## src/rtl/core/bpad_pkg.sv

```systemverilog
// package for the block power average meter
// shared widths, decibel table and the divider status struct; no dependencies
package bpad_pkg;

    localparam int SAMPLE_BITS_DEF = 16;
    localparam int MAX_BLOCK_DEF   = 16384;

    localparam int MEAN_W   = 32;
    localparam int DB_W     = 15;
    localparam int BLKNUM_W = 32;
    localparam int SCNT_W   = 15;
    localparam int EXP_W    = 6;
    localparam int MANT_W   = 6;
    localparam int DBF_W    = 17;
    localparam int SUM_MAX_W = 64;

    localparam logic [DBF_W-1:0] DB_PER_OCTAVE = 17'd771;
    localparam logic [DBF_W-1:0] DB_MAX        = 17'd32767;

    // round(2560*log10(1+m/64))
    localparam logic [9:0] FRAC_DB [0:63] = '{
        10'd0,   10'd17,  10'd34,  10'd51,  10'd67,  10'd84,  10'd100, 10'd115,
        10'd131, 10'd146, 10'd161, 10'd176, 10'd191, 10'd206, 10'd220, 10'd234,
        10'd248, 10'd262, 10'd276, 10'd289, 10'd302, 10'd315, 10'd328, 10'd341,
        10'd354, 10'd367, 10'd379, 10'd391, 10'd403, 10'd415, 10'd427, 10'd439,
        10'd451, 10'd462, 10'd474, 10'd485, 10'd496, 10'd507, 10'd518, 10'd529,
        10'd540, 10'd550, 10'd561, 10'd571, 10'd582, 10'd592, 10'd602, 10'd612,
        10'd622, 10'd632, 10'd642, 10'd652, 10'd661, 10'd671, 10'd680, 10'd690,
        10'd699, 10'd708, 10'd717, 10'd726, 10'd735, 10'd744, 10'd753, 10'd762
    };

    typedef struct packed {
        logic              done;
        logic              nonzero;
        logic [EXP_W-1:0]  exp;
        logic [MANT_W-1:0] mant;
    } t_div_stat;

endpackage

```

## src/rtl/core/bpad_if.sv

```systemverilog
// valid/ready channel interfaces for the block power average meter
// depends on bpad_pkg for payload widths
interface bpad_in_if #(
    parameter int SAMPLE_BITS = bpad_pkg::SAMPLE_BITS_DEF
);
    logic                          valid;
    logic                          ready;
    logic signed [SAMPLE_BITS-1:0] sample_i;
    logic signed [SAMPLE_BITS-1:0] sample_q;
    logic                          last_sample;

    modport source (output valid, output sample_i, output sample_q, output last_sample,
                    input ready);
    modport sink   (input valid, input sample_i, input sample_q, input last_sample,
                    output ready);
endinterface

interface bpad_out_if;
    logic                          valid;
    logic                          ready;
    logic [bpad_pkg::MEAN_W-1:0]   mean_power;
    logic [bpad_pkg::DB_W-1:0]     power_db;
    logic                          zero_power;
    logic [bpad_pkg::BLKNUM_W-1:0] block_number;
    logic [bpad_pkg::SCNT_W-1:0]   sample_count;

    modport source (output valid, output mean_power, output power_db, output zero_power,
                    output block_number, output sample_count, input ready);
    modport sink   (input valid, input mean_power, input power_db, input zero_power,
                    input block_number, input sample_count, output ready);
endinterface

```

## src/rtl/core/bpad_divlog.sv

```systemverilog
// restoring divider, one quotient bit per cycle, msb first
// also captures the leading-one position and the six bits below it; uses bpad_pkg
module bpad_divlog #(
    parameter int SUM_W = 48,
    parameter int CNT_W = 15
) (
    input  logic                       i_clk,
    input  logic                       i_rst_n,
    input  logic                       i_start,
    input  logic [SUM_W-1:0]           i_dividend,
    input  logic [CNT_W-1:0]           i_divisor,
    output logic [SUM_W-1:0]           o_quotient,
    output bpad_pkg::t_div_stat        o_stat
);

    localparam int BIT_W = $clog2(SUM_W);

    logic [SUM_W-1:0]          r_quo;
    logic [CNT_W-1:0]          r_rem;
    logic [CNT_W-1:0]          r_div;
    logic [BIT_W-1:0]          r_bit;
    logic                      r_busy;
    logic                      r_done;
    logic                      r_seen;
    logic [BIT_W-1:0]          r_exp;
    logic [bpad_pkg::MANT_W-1:0] r_m;
    logic [2:0]                r_mk;

    logic [CNT_W:0]   remsh;
    logic [CNT_W:0]   diff;
    logic             qbit;
    logic [CNT_W-1:0] n_rem;

    assign remsh = {r_rem, r_quo[SUM_W-1]};
    assign diff  = remsh - {1'b0, r_div};
    assign qbit  = (remsh >= {1'b0, r_div});
    assign n_rem = qbit ? diff[CNT_W-1:0] : remsh[CNT_W-1:0];

    always_ff @(posedge i_clk) begin
        if (!i_rst_n) begin
            r_busy <= 1'b0;
            r_done <= 1'b0;
        end else if (i_start) begin
            r_busy <= 1'b1;
            r_done <= 1'b0;
        end else if (r_busy && r_bit == '0) begin
            r_busy <= 1'b0;
            r_done <= 1'b1;
        end
    end

    always_ff @(posedge i_clk) begin
        if (i_start) begin
            r_quo  <= i_dividend;
            r_rem  <= '0;
            r_div  <= i_divisor;
            r_bit  <= BIT_W'(SUM_W - 1);
            r_seen <= 1'b0;
            r_exp  <= '0;
            r_m    <= '0;
            r_mk   <= '0;
        end else if (r_busy) begin
            r_quo <= {r_quo[SUM_W-2:0], qbit};
            r_rem <= n_rem;
            r_bit <= r_bit - 1'b1;
            if (qbit && !r_seen) begin
                r_seen <= 1'b1;
                r_exp  <= r_bit;
            end else if (r_seen && r_mk < 3'd6) begin
                r_m  <= {r_m[bpad_pkg::MANT_W-2:0], qbit};
                r_mk <= r_mk + 1'b1;
            end
        end
    end

    // pad with zeros when fewer than six bits follow the leading one
    assign o_quotient     = r_quo;
    assign o_stat.done    = r_done;
    assign o_stat.nonzero = r_seen;
    assign o_stat.exp     = bpad_pkg::EXP_W'(r_exp);
    assign o_stat.mant    = r_m << (3'd6 - r_mk);

endmodule

```

## src/rtl/core/block_power_average_db.sv

```systemverilog
// block power average meter with decibel readout, top level
// uses bpad_pkg, bpad_in_if / bpad_out_if and bpad_divlog
//
// i_in carries one complex sample per item plus a last-of-block flag; o_out
// carries one result per closed block: floor(sum/count) of I*I+Q*Q, the mean
// in 1/256 dB, a zero-power flag, the block index and the sample count.
// a block also closes on the sample that brings its count to MAX_BLOCK.
// each sample passes through accept, square I, square Q and accumulate, all on
// one shared multiplier, so i_in.ready is low from the accept to the accumulate.
// a closing sample then starts the divider, which takes one quotient bit at a
// time over the SUM_W-bit sum (48 bits at default parameters) while i_in.ready
// stays low; the result is then loaded into the output register.
// the output register holds a result until o_out.ready; samples keep being
// accepted meanwhile up to the next closing sample, which stalls i_in until then.
// reset (synchronous, active low) clears the sum, count and block index and
// drops o_out.valid.
module block_power_average_db #(
    parameter int MAX_BLOCK   = bpad_pkg::MAX_BLOCK_DEF,
    parameter int SAMPLE_BITS = bpad_pkg::SAMPLE_BITS_DEF
) (
    input  logic  i_clk,
    input  logic  i_rst_n,
    bpad_in_if.sink    i_in,
    bpad_out_if.source o_out
);

    localparam int CNT_W  = $clog2(MAX_BLOCK + 1);
    localparam int FULL_W = 2 * SAMPLE_BITS + 1 + CNT_W;
    localparam int SUM_W  = (FULL_W > bpad_pkg::SUM_MAX_W) ? bpad_pkg::SUM_MAX_W : FULL_W;
    localparam int PROD_W = 2 * SAMPLE_BITS;

    localparam logic [2:0] S_IDLE  = 3'd0;
    localparam logic [2:0] S_MUL_I = 3'd1;
    localparam logic [2:0] S_MUL_Q = 3'd2;
    localparam logic [2:0] S_ACC   = 3'd3;
    localparam logic [2:0] S_DIV   = 3'd4;

    logic [2:0]             r_state;
    logic [SAMPLE_BITS-1:0] r_mag_i;
    logic [SAMPLE_BITS-1:0] r_mag_q;
    logic                   r_last;
    logic [PROD_W-1:0]      r_prod;
    logic [SUM_W-1:0]       r_sum;
    logic [CNT_W-1:0]       r_count;
    logic [CNT_W-1:0]       r_res_cnt;
    logic [bpad_pkg::BLKNUM_W-1:0] r_blocks;
    logic                   r_out_valid;

    logic [SAMPLE_BITS-1:0] n_mag_i;
    logic [SAMPLE_BITS-1:0] n_mag_q;
    logic [SAMPLE_BITS-1:0] mul_a;
    logic [PROD_W-1:0]      n_prod;
    logic [SUM_W-1:0]       n_sum;
    logic [CNT_W-1:0]       n_count;
    logic                   close_blk;
    logic                   div_start;
    logic                   in_acc;
    logic                   out_free;
    logic                   load_out;
    logic [SUM_W-1:0]       quotient;
    bpad_pkg::t_div_stat    div_stat;
    logic [bpad_pkg::DBF_W-1:0]  db_full;
    logic [bpad_pkg::DB_W-1:0]   db_sat;
    logic [bpad_pkg::MEAN_W-1:0] mean_sat;

    assign n_mag_i = i_in.sample_i[SAMPLE_BITS-1] ? (~i_in.sample_i + 1'b1) : i_in.sample_i;
    assign n_mag_q = i_in.sample_q[SAMPLE_BITS-1] ? (~i_in.sample_q + 1'b1) : i_in.sample_q;

    // the one multiplier, shared between the two squares
    assign mul_a  = (r_state == S_MUL_I) ? r_mag_i : r_mag_q;
    assign n_prod = mul_a * mul_a;
    assign n_sum  = r_sum + SUM_W'(r_prod);

    assign n_count   = r_count + 1'b1;
    assign close_blk = r_last || (n_count == CNT_W'(MAX_BLOCK));
    assign div_start = (r_state == S_ACC) && close_blk;

    assign i_in.ready = (r_state == S_IDLE);
    assign in_acc     = i_in.valid && i_in.ready;
    assign out_free   = !r_out_valid || o_out.ready;
    assign load_out   = (r_state == S_DIV) && div_stat.done && out_free;

    bpad_divlog #(
        .SUM_W (SUM_W),
        .CNT_W (CNT_W)
    ) u_divlog (
        .i_clk      (i_clk),
        .i_rst_n    (i_rst_n),
        .i_start    (div_start),
        .i_dividend (n_sum),
        .i_divisor  (n_count),
        .o_quotient (quotient),
        .o_stat     (div_stat)
    );

    always_comb begin
        db_full = bpad_pkg::DBF_W'(div_stat.exp) * bpad_pkg::DB_PER_OCTAVE
                + bpad_pkg::DBF_W'(bpad_pkg::FRAC_DB[div_stat.mant]);
        if (!div_stat.nonzero) begin
            db_sat = '0;
        end else if (db_full > bpad_pkg::DB_MAX) begin
            db_sat = bpad_pkg::DB_MAX[bpad_pkg::DB_W-1:0];
        end else begin
            db_sat = db_full[bpad_pkg::DB_W-1:0];
        end
        // only wide parameter sets can push the mean past 32 bits
        if ((quotient >> bpad_pkg::MEAN_W) != '0) begin
            mean_sat = '1;
        end else begin
            mean_sat = bpad_pkg::MEAN_W'(quotient);
        end
    end

    always_ff @(posedge i_clk) begin
        if (!i_rst_n) begin
            r_state  <= S_IDLE;
            r_sum    <= '0;
            r_count  <= '0;
            r_blocks <= '0;
        end else begin
            case (r_state)
                S_IDLE: begin
                    if (in_acc) begin
                        r_state <= S_MUL_I;
                    end
                end
                S_MUL_I: begin
                    r_state <= S_MUL_Q;
                end
                S_MUL_Q: begin
                    r_sum   <= n_sum;
                    r_state <= S_ACC;
                end
                S_ACC: begin
                    if (close_blk) begin
                        r_sum   <= '0;
                        r_count <= '0;
                        r_state <= S_DIV;
                    end else begin
                        r_sum   <= n_sum;
                        r_count <= n_count;
                        r_state <= S_IDLE;
                    end
                end
                S_DIV: begin
                    if (load_out) begin
                        r_blocks <= r_blocks + 1'b1;
                        r_state  <= S_IDLE;
                    end
                end
                default: begin
                    r_state <= S_IDLE;
                end
            endcase
        end
    end

    always_ff @(posedge i_clk) begin
        if (in_acc) begin
            r_mag_i <= n_mag_i;
            r_mag_q <= n_mag_q;
            r_last  <= i_in.last_sample;
        end
        if (r_state == S_MUL_I || r_state == S_MUL_Q) begin
            r_prod <= n_prod;
        end
        if (div_start) begin
            r_res_cnt <= n_count;
        end
    end

    always_ff @(posedge i_clk) begin
        if (!i_rst_n) begin
            r_out_valid <= 1'b0;
        end else if (load_out) begin
            r_out_valid <= 1'b1;
        end else if (o_out.ready) begin
            r_out_valid <= 1'b0;
        end
    end

    always_ff @(posedge i_clk) begin
        if (load_out) begin
            o_out.mean_power   <= mean_sat;
            o_out.power_db     <= db_sat;
            o_out.zero_power   <= !div_stat.nonzero;
            o_out.block_number <= r_blocks;
            o_out.sample_count <= bpad_pkg::SCNT_W'(r_res_cnt);
        end
    end

    assign o_out.valid = r_out_valid;

    // the open block never holds a full count
    a_count_below_max: assert property (@(posedge i_clk) disable iff (!i_rst_n)
        r_count < CNT_W'(MAX_BLOCK))
        else $error("open block count reached MAX_BLOCK");

    a_load_after_div: assert property (@(posedge i_clk) disable iff (!i_rst_n)
        load_out |-> div_stat.done && $past(r_state) == S_DIV)
        else $error("result loaded before the divider finished");

    a_zero_consistent: assert property (@(posedge i_clk) disable iff (!i_rst_n)
        (o_out.valid && o_out.zero_power) |-> (o_out.mean_power == '0 && o_out.power_db == '0))
        else $error("zero power flag disagrees with the mean");

    a_accept_starts: assert property (@(posedge i_clk) disable iff (!i_rst_n)
        in_acc |=> r_state == S_MUL_I)
        else $error("accepted item did not start the square sequence");

endmodule
```

## src/flat_wrapper.sv

```systemverilog
// flat-port wrapper written by rule: the top's interface ports become plain ports
module block_power_average_db_flat 
#(
    parameter int MAX_BLOCK   = bpad_pkg::MAX_BLOCK_DEF,
    parameter int SAMPLE_BITS = bpad_pkg::SAMPLE_BITS_DEF
)
  (i_clk, i_rst_n, i_in_valid, i_in_sample_i, i_in_sample_q, i_in_last_sample, i_in_ready, o_out_valid, o_out_mean_power, o_out_power_db, o_out_zero_power, o_out_block_number, o_out_sample_count, o_out_ready);
  bpad_in_if #(.SAMPLE_BITS(SAMPLE_BITS)) i_in_i ();
  bpad_out_if o_out_i ();
  input  logic i_clk;
  input  logic i_rst_n;
  input wire logic [$bits(i_in_i.valid)-1:0] i_in_valid;
  input wire logic [$bits(i_in_i.sample_i)-1:0] i_in_sample_i;
  input wire logic [$bits(i_in_i.sample_q)-1:0] i_in_sample_q;
  input wire logic [$bits(i_in_i.last_sample)-1:0] i_in_last_sample;
  output wire logic [$bits(i_in_i.ready)-1:0] i_in_ready;
  output wire logic [$bits(o_out_i.valid)-1:0] o_out_valid;
  output wire logic [$bits(o_out_i.mean_power)-1:0] o_out_mean_power;
  output wire logic [$bits(o_out_i.power_db)-1:0] o_out_power_db;
  output wire logic [$bits(o_out_i.zero_power)-1:0] o_out_zero_power;
  output wire logic [$bits(o_out_i.block_number)-1:0] o_out_block_number;
  output wire logic [$bits(o_out_i.sample_count)-1:0] o_out_sample_count;
  input wire logic [$bits(o_out_i.ready)-1:0] o_out_ready;
  assign i_in_i.valid = i_in_valid;
  assign i_in_i.sample_i = i_in_sample_i;
  assign i_in_i.sample_q = i_in_sample_q;
  assign i_in_i.last_sample = i_in_last_sample;
  assign i_in_ready = i_in_i.ready;
  assign o_out_valid = o_out_i.valid;
  assign o_out_mean_power = o_out_i.mean_power;
  assign o_out_power_db = o_out_i.power_db;
  assign o_out_zero_power = o_out_i.zero_power;
  assign o_out_block_number = o_out_i.block_number;
  assign o_out_sample_count = o_out_i.sample_count;
  assign o_out_i.ready = o_out_ready;
  block_power_average_db #(.MAX_BLOCK(MAX_BLOCK), .SAMPLE_BITS(SAMPLE_BITS)) u_core (.i_clk(i_clk), .i_rst_n(i_rst_n), .i_in(i_in_i), .o_out(o_out_i));
endmodule
```

## config.mk

```make
export PLATFORM = sky130hd
export DESIGN_NAME = block_power_average_db_flat
export DESIGN_NICKNAME = d
export VERILOG_FILES = /design/src/rtl/core/bpad_pkg.sv /design/src/rtl/core/bpad_if.sv /design/src/rtl/core/bpad_divlog.sv /design/src/rtl/core/block_power_average_db.sv /design/src/flat_wrapper.sv
export SDC_FILE = /design/constraint.sdc
export NUM_CORES = 1
export LEC_CHECK = 0
export BUFFER_PORTS_ARGS = -buffer_cell sky130_fd_sc_hd__buf_2
export CAP_MARGIN = 5
export CORE_MARGIN = 2
export CORE_UTILIZATION = 38
export CTS_BUF_LIST = sky130_fd_sc_hd__clkbuf_16
export DETAILED_ROUTE_END_ITERATION = 6
export HOLD_SLACK_MARGIN = 0.05
export PLACE_DENSITY = 0.62
export SLEW_MARGIN = 20
export SYNTH_ARGS = -nofsm -noshare
export SYNTH_HDL_FRONTEND = slang
export SYNTH_SLANG_ARGS = --single-unit
export TNS_END_PERCENT = 30
```

## constraint.sdc

```tcl
create_clock -name i_clk -period 15.4 [get_ports i_clk]
set_input_delay 3.08 -clock i_clk [delete_from_list [all_inputs] [get_ports i_clk]]
set_output_delay 3.08 -clock i_clk [all_outputs]
set_load 0.005 [all_outputs]
```

==> impl_metrics.csv <==
group,metric,value,unit
grt,grt_pass1_vias,18500,
critical_path,path_cells,"nor3b_2 -> buf_4 -> mux2i_1 -> clkinv_1 -> nand2_1 -> fa_1 -> fa_1 -> inv_1 -> fa_1 -> fa_1 -> fa_1 -> inv_1 -> fa_1 -> inv_1 -> ha_1 -> and3_1 -> a21oi_1 -> nand2_1 -> a31oi_2 -> o211a_1 -> o211ai_1 -> a221o_1 -> a21oi_1 -> xnor2_1",
floorplanning,die_w,267,µm
critical_path,cp-start-kind,"flip-flop",
placement,hpwlAfterDp,42.8,mm
synthesis,syn_area_per_cell,9.79,µm²
grt,grtUsageTotal,16.1,%
clocking,clockRootBuffer,"clkbuf_16",
sta,rsz0062_at_grt,"false",
detailed_routing,ant_nets,0,
floorplanning,die_area,0.0711,mm²
grt,antenna_found_initial,0,
synthesis,yosys.area.top_type_share,25.4,%
clocking,clock-sinks,360,
floorplanning,coreArea,0.0685,mm²
clocking,clkLatencyLatePin,0.58,ns
clocking,cts_setup_buffers,0,
grt,grt_first_pass_wirelength,94.3,mm
sta,worst_pin_slew,0.903,ns
placement,place.gp.congestion,0.856,
placement,place_area,0.0277,mm²
layout,area_growth,10.9,%
detailed_routing,viasPerCell,5.03,
critical_path,cp_data_required_time,15.73,ns
clocking,htreeDepth,2,
detailed_routing,wl_per_cell,15.3,µm
sta,setup_viol,0,
detailed_routing,wl,56.5,mm
sta,hold_violations,0,
critical_path,r2r_slack,7.05,ns
sta,tns,0,ns
floorplanning,die_h,267,µm
layout,fillers,6678,
sta,period_needed,8.35,ns
clocking,hold_buffers,0,
critical_path,end_kind,"flip-flop",
outcome,status,"finished clean",
detailed_routing,dr.pass1.iters,5,
critical_path,critPathTopFamily,"adder cells",
sta,fin_crit_sh,54.2,%
grt,overflow,0,
synthesis,yosysTopAreaCell,"edfxtp_1",
layout,drive_gt1_share,10.8,%
detailed_routing,via_count,18600,
sta,max_freq,120,MHz
floorplanning,rows,96,
flow_run,maxCapViolCount,0,
worst_hold_path,hp-start,"u_core.r_blocks[31]",
synthesis,synthesis.nets,3081,
synthesis,yosysSeqAreaShare,36.0,%
layout,num_antenna_cells,0,
critical_path,cp_max_fo,20,
critical_path,cpMostUsedCell,"fa_1",
critical_path,arrival,8.68,ns
critical_path,path_class,"reg2reg",
sta,finClkSkew,0.0181,ns
critical_path,reg2regPathDepth,24,
synthesis,yosysWarningCount,0,
sta,finalMaxSlewViolations,0,
synthesis,synth_edf_count,222,
critical_path,r2r_end,"u_core.r_prod[31]",
worst_hold_path,hold_path_class,"reg2reg",
synthesis,ys_async_sr_fraction,0,%
floorplanning,start_util,38.3,%
synthesis,syn_area,0.0262,mm²
critical_path,r2r-start,"u_core.r_state[0]",
clocking,cts_resized,0,
synthesis,synth_seq_cells,360,
critical_path,path_buf_inv,5,
worst_hold_path,holdPathEnd,"u_core.o_out.block_number[31]",
synthesis,syn_inst,2679,
synthesis,synth_flop_cell,"edfxtp_1",
sta,max_slew_margin,38.1,%
critical_path,cp.depth,24,
clocking,cts_buffer_depth,3,
worst_hold_path,holdPathStages,0,
layout,nets,3175,
detailed_routing,drc_errors,0,
detailed_routing,dr.first_iter.drc_count,1040,
floorplanning,io_pins,134,
critical_path,slowest_delay,0.80,ns
clocking,clkSlewWorstSetupHoldPaths,0.06,ns
clocking,cts_tree,"done",
layout,final_cell_area,0.0291,mm²
clocking,numCtsBuffers,43,
synthesis,synth.distinct_cells,90,
placement,io_buffers,133,
sta,worst_hold_slack,0.451,ns
critical_path,cpMaxStageDelayCell,"mux2i_1",
grt,grt_max_degree,93,
synthesis,synth_area_leaders,"edfxtp_1 (25%), fa_1 (13%), dfxtp_1 (11%)",
-- routing by layer --
layer  GRT usage (%)  vias up  part of all wire, %  wire (µm)
li1                -     9324                    -          -
met1            21.9     8799                   47      26800
met2            26.6      337                   46      26000
met3            2.68       94                  4.2       2350
met4            4.56        0                  2.4       1360
met5               0        -                    0          0
-- layout by cell type (no fill, tap or decap), types with 47 or more instances in the layout --
cell and instances:
a21o_1 48, and2_1 49, xor2_1 47, o21ai_0 104
fa_1 170, inv_1 317, nor2_1 166, nand3_1 55
edfxtp_1 222, buf_2 133, xnor2_1 135, dfxtp_1 138
ha_1 195, a21oi_1 131, nand2_1 293
-- cells by family after synthesis --
logic type      Yosys count  share of synthesized area [%]
fa+ha+maj               365                           22.3
compound gates          495                           12.5
xor+xnor                182                           6.08
flops                   360                           36.0
buf+inv                 421                           6.45
simple gates            806                           14.7
mux                      50                           2.05
-- worst reg2reg max path: cells and delay by family, from the launching register on --
kind                       cells  cell delay [ns]
adders and majority gates      7             3.41
AOI/OAI and AO/OA              6             1.39
buffers and inverters          5             1.08
muxes                          1             0.82
and+or+nand+nor                4             0.80
DFF                            1             0.53
xor gates and xnor gates       1             0.09
-- synthesized netlist by cell type, drive strengths merged (5+ instances only) --
library cell / instances
a2111oi: 5
a211oi: 15
a21boi: 14
a21o: 48
a21oi: 134
a22o: 12
a22oi: 7
a31oi: 19
and2: 49
and3: 24
and4: 10
buf: 41
clkbuf: 64
clkinv: 6
dfxtp: 138
edfxtp: 222
fa: 170
ha: 195
inv: 310
mux2: 17
mux2i: 32
nand2: 294
nand2b: 24
nand3: 55
nand4: 28
nor2: 168
nor2b: 37
nor3: 35
nor3b: 5
nor4: 10
o211ai: 16
o21a: 24
o21ai: 108
o21bai: 15
o22ai: 5
o31ai: 18
o41ai: 6
or2: 39
or3: 15
or4: 5
xnor2: 135
xor2: 47
-- stage by stage --
stage / instances / util (%) / setup WS [ns]
after floorplan: 2679 / - / 8.03
after CTS: 3690 / 42.5 / 7.09
after global routing: 3690 / 42.5 / 6.51
final: 3690 / 42.5 / 7.05
after global placement: 3610 / 40.4 / 7.30
after detailed placement: 3610 / 40.4 / 7.12
-- worst max-delay path by stage --
stage / start / end / slack, ns
finish: u_core.r_state[0] / u_core.r_prod[31] / 7.05
global route: u_core.r_state[0] / u_core.r_prod[28] / 6.51
CTS: u_core.r_state[0] / u_core.r_prod[31] / 7.09
detailed placement: u_core.r_state[0] / u_core.r_prod[31] / 7.12
global placement: u_core.r_state[0] / u_core.r_prod[31] / 7.30
floorplan: u_core.r_state[0] / u_core.r_prod[28] / 8.03
-- sequential cells by signal (all words and copies together), names as in the netlist, 3 cells and up --
register / flops
u_core.r_sum: 48
u_core.u_divlog.o_quotient: 48
u_core.o_out.block_number: 32
u_core.o_out.mean_power: 32
u_core.r_blocks: 32
u_core.r_prod: 31
u_core.r_mag_i: 16
u_core.r_mag_q: 16
u_core.o_out.power_db: 15
u_core.o_out.sample_count: 15
u_core.r_count: 15
u_core.r_res_cnt: 15
u_core.u_divlog.r_rem: 15
u_core.u_divlog.r_bit: 6
u_core.u_divlog.r_exp: 6
u_core.u_divlog.r_m: 6
u_core.r_state: 3
u_core.u_divlog.r_mk: 3
-- final cells by class --
type / count / area, µm² / area share (%)
clock buffers: 44 / 1100 / 3.79
clock inverters: 36 / 333 / 1.14
inverters: 316 / 1190 / 4.08
multi-input cells: 1898 / 15100 / 52.0
flip-flops and latches: 360 / 9430 / 32.4
well taps: 882 / 1100 / 3.79
repair buffers: 154 / 823 / 2.83
Power is not shown: default switching activity piles up to over one toggle a cycle in this logic, so the estimate is an artifact.
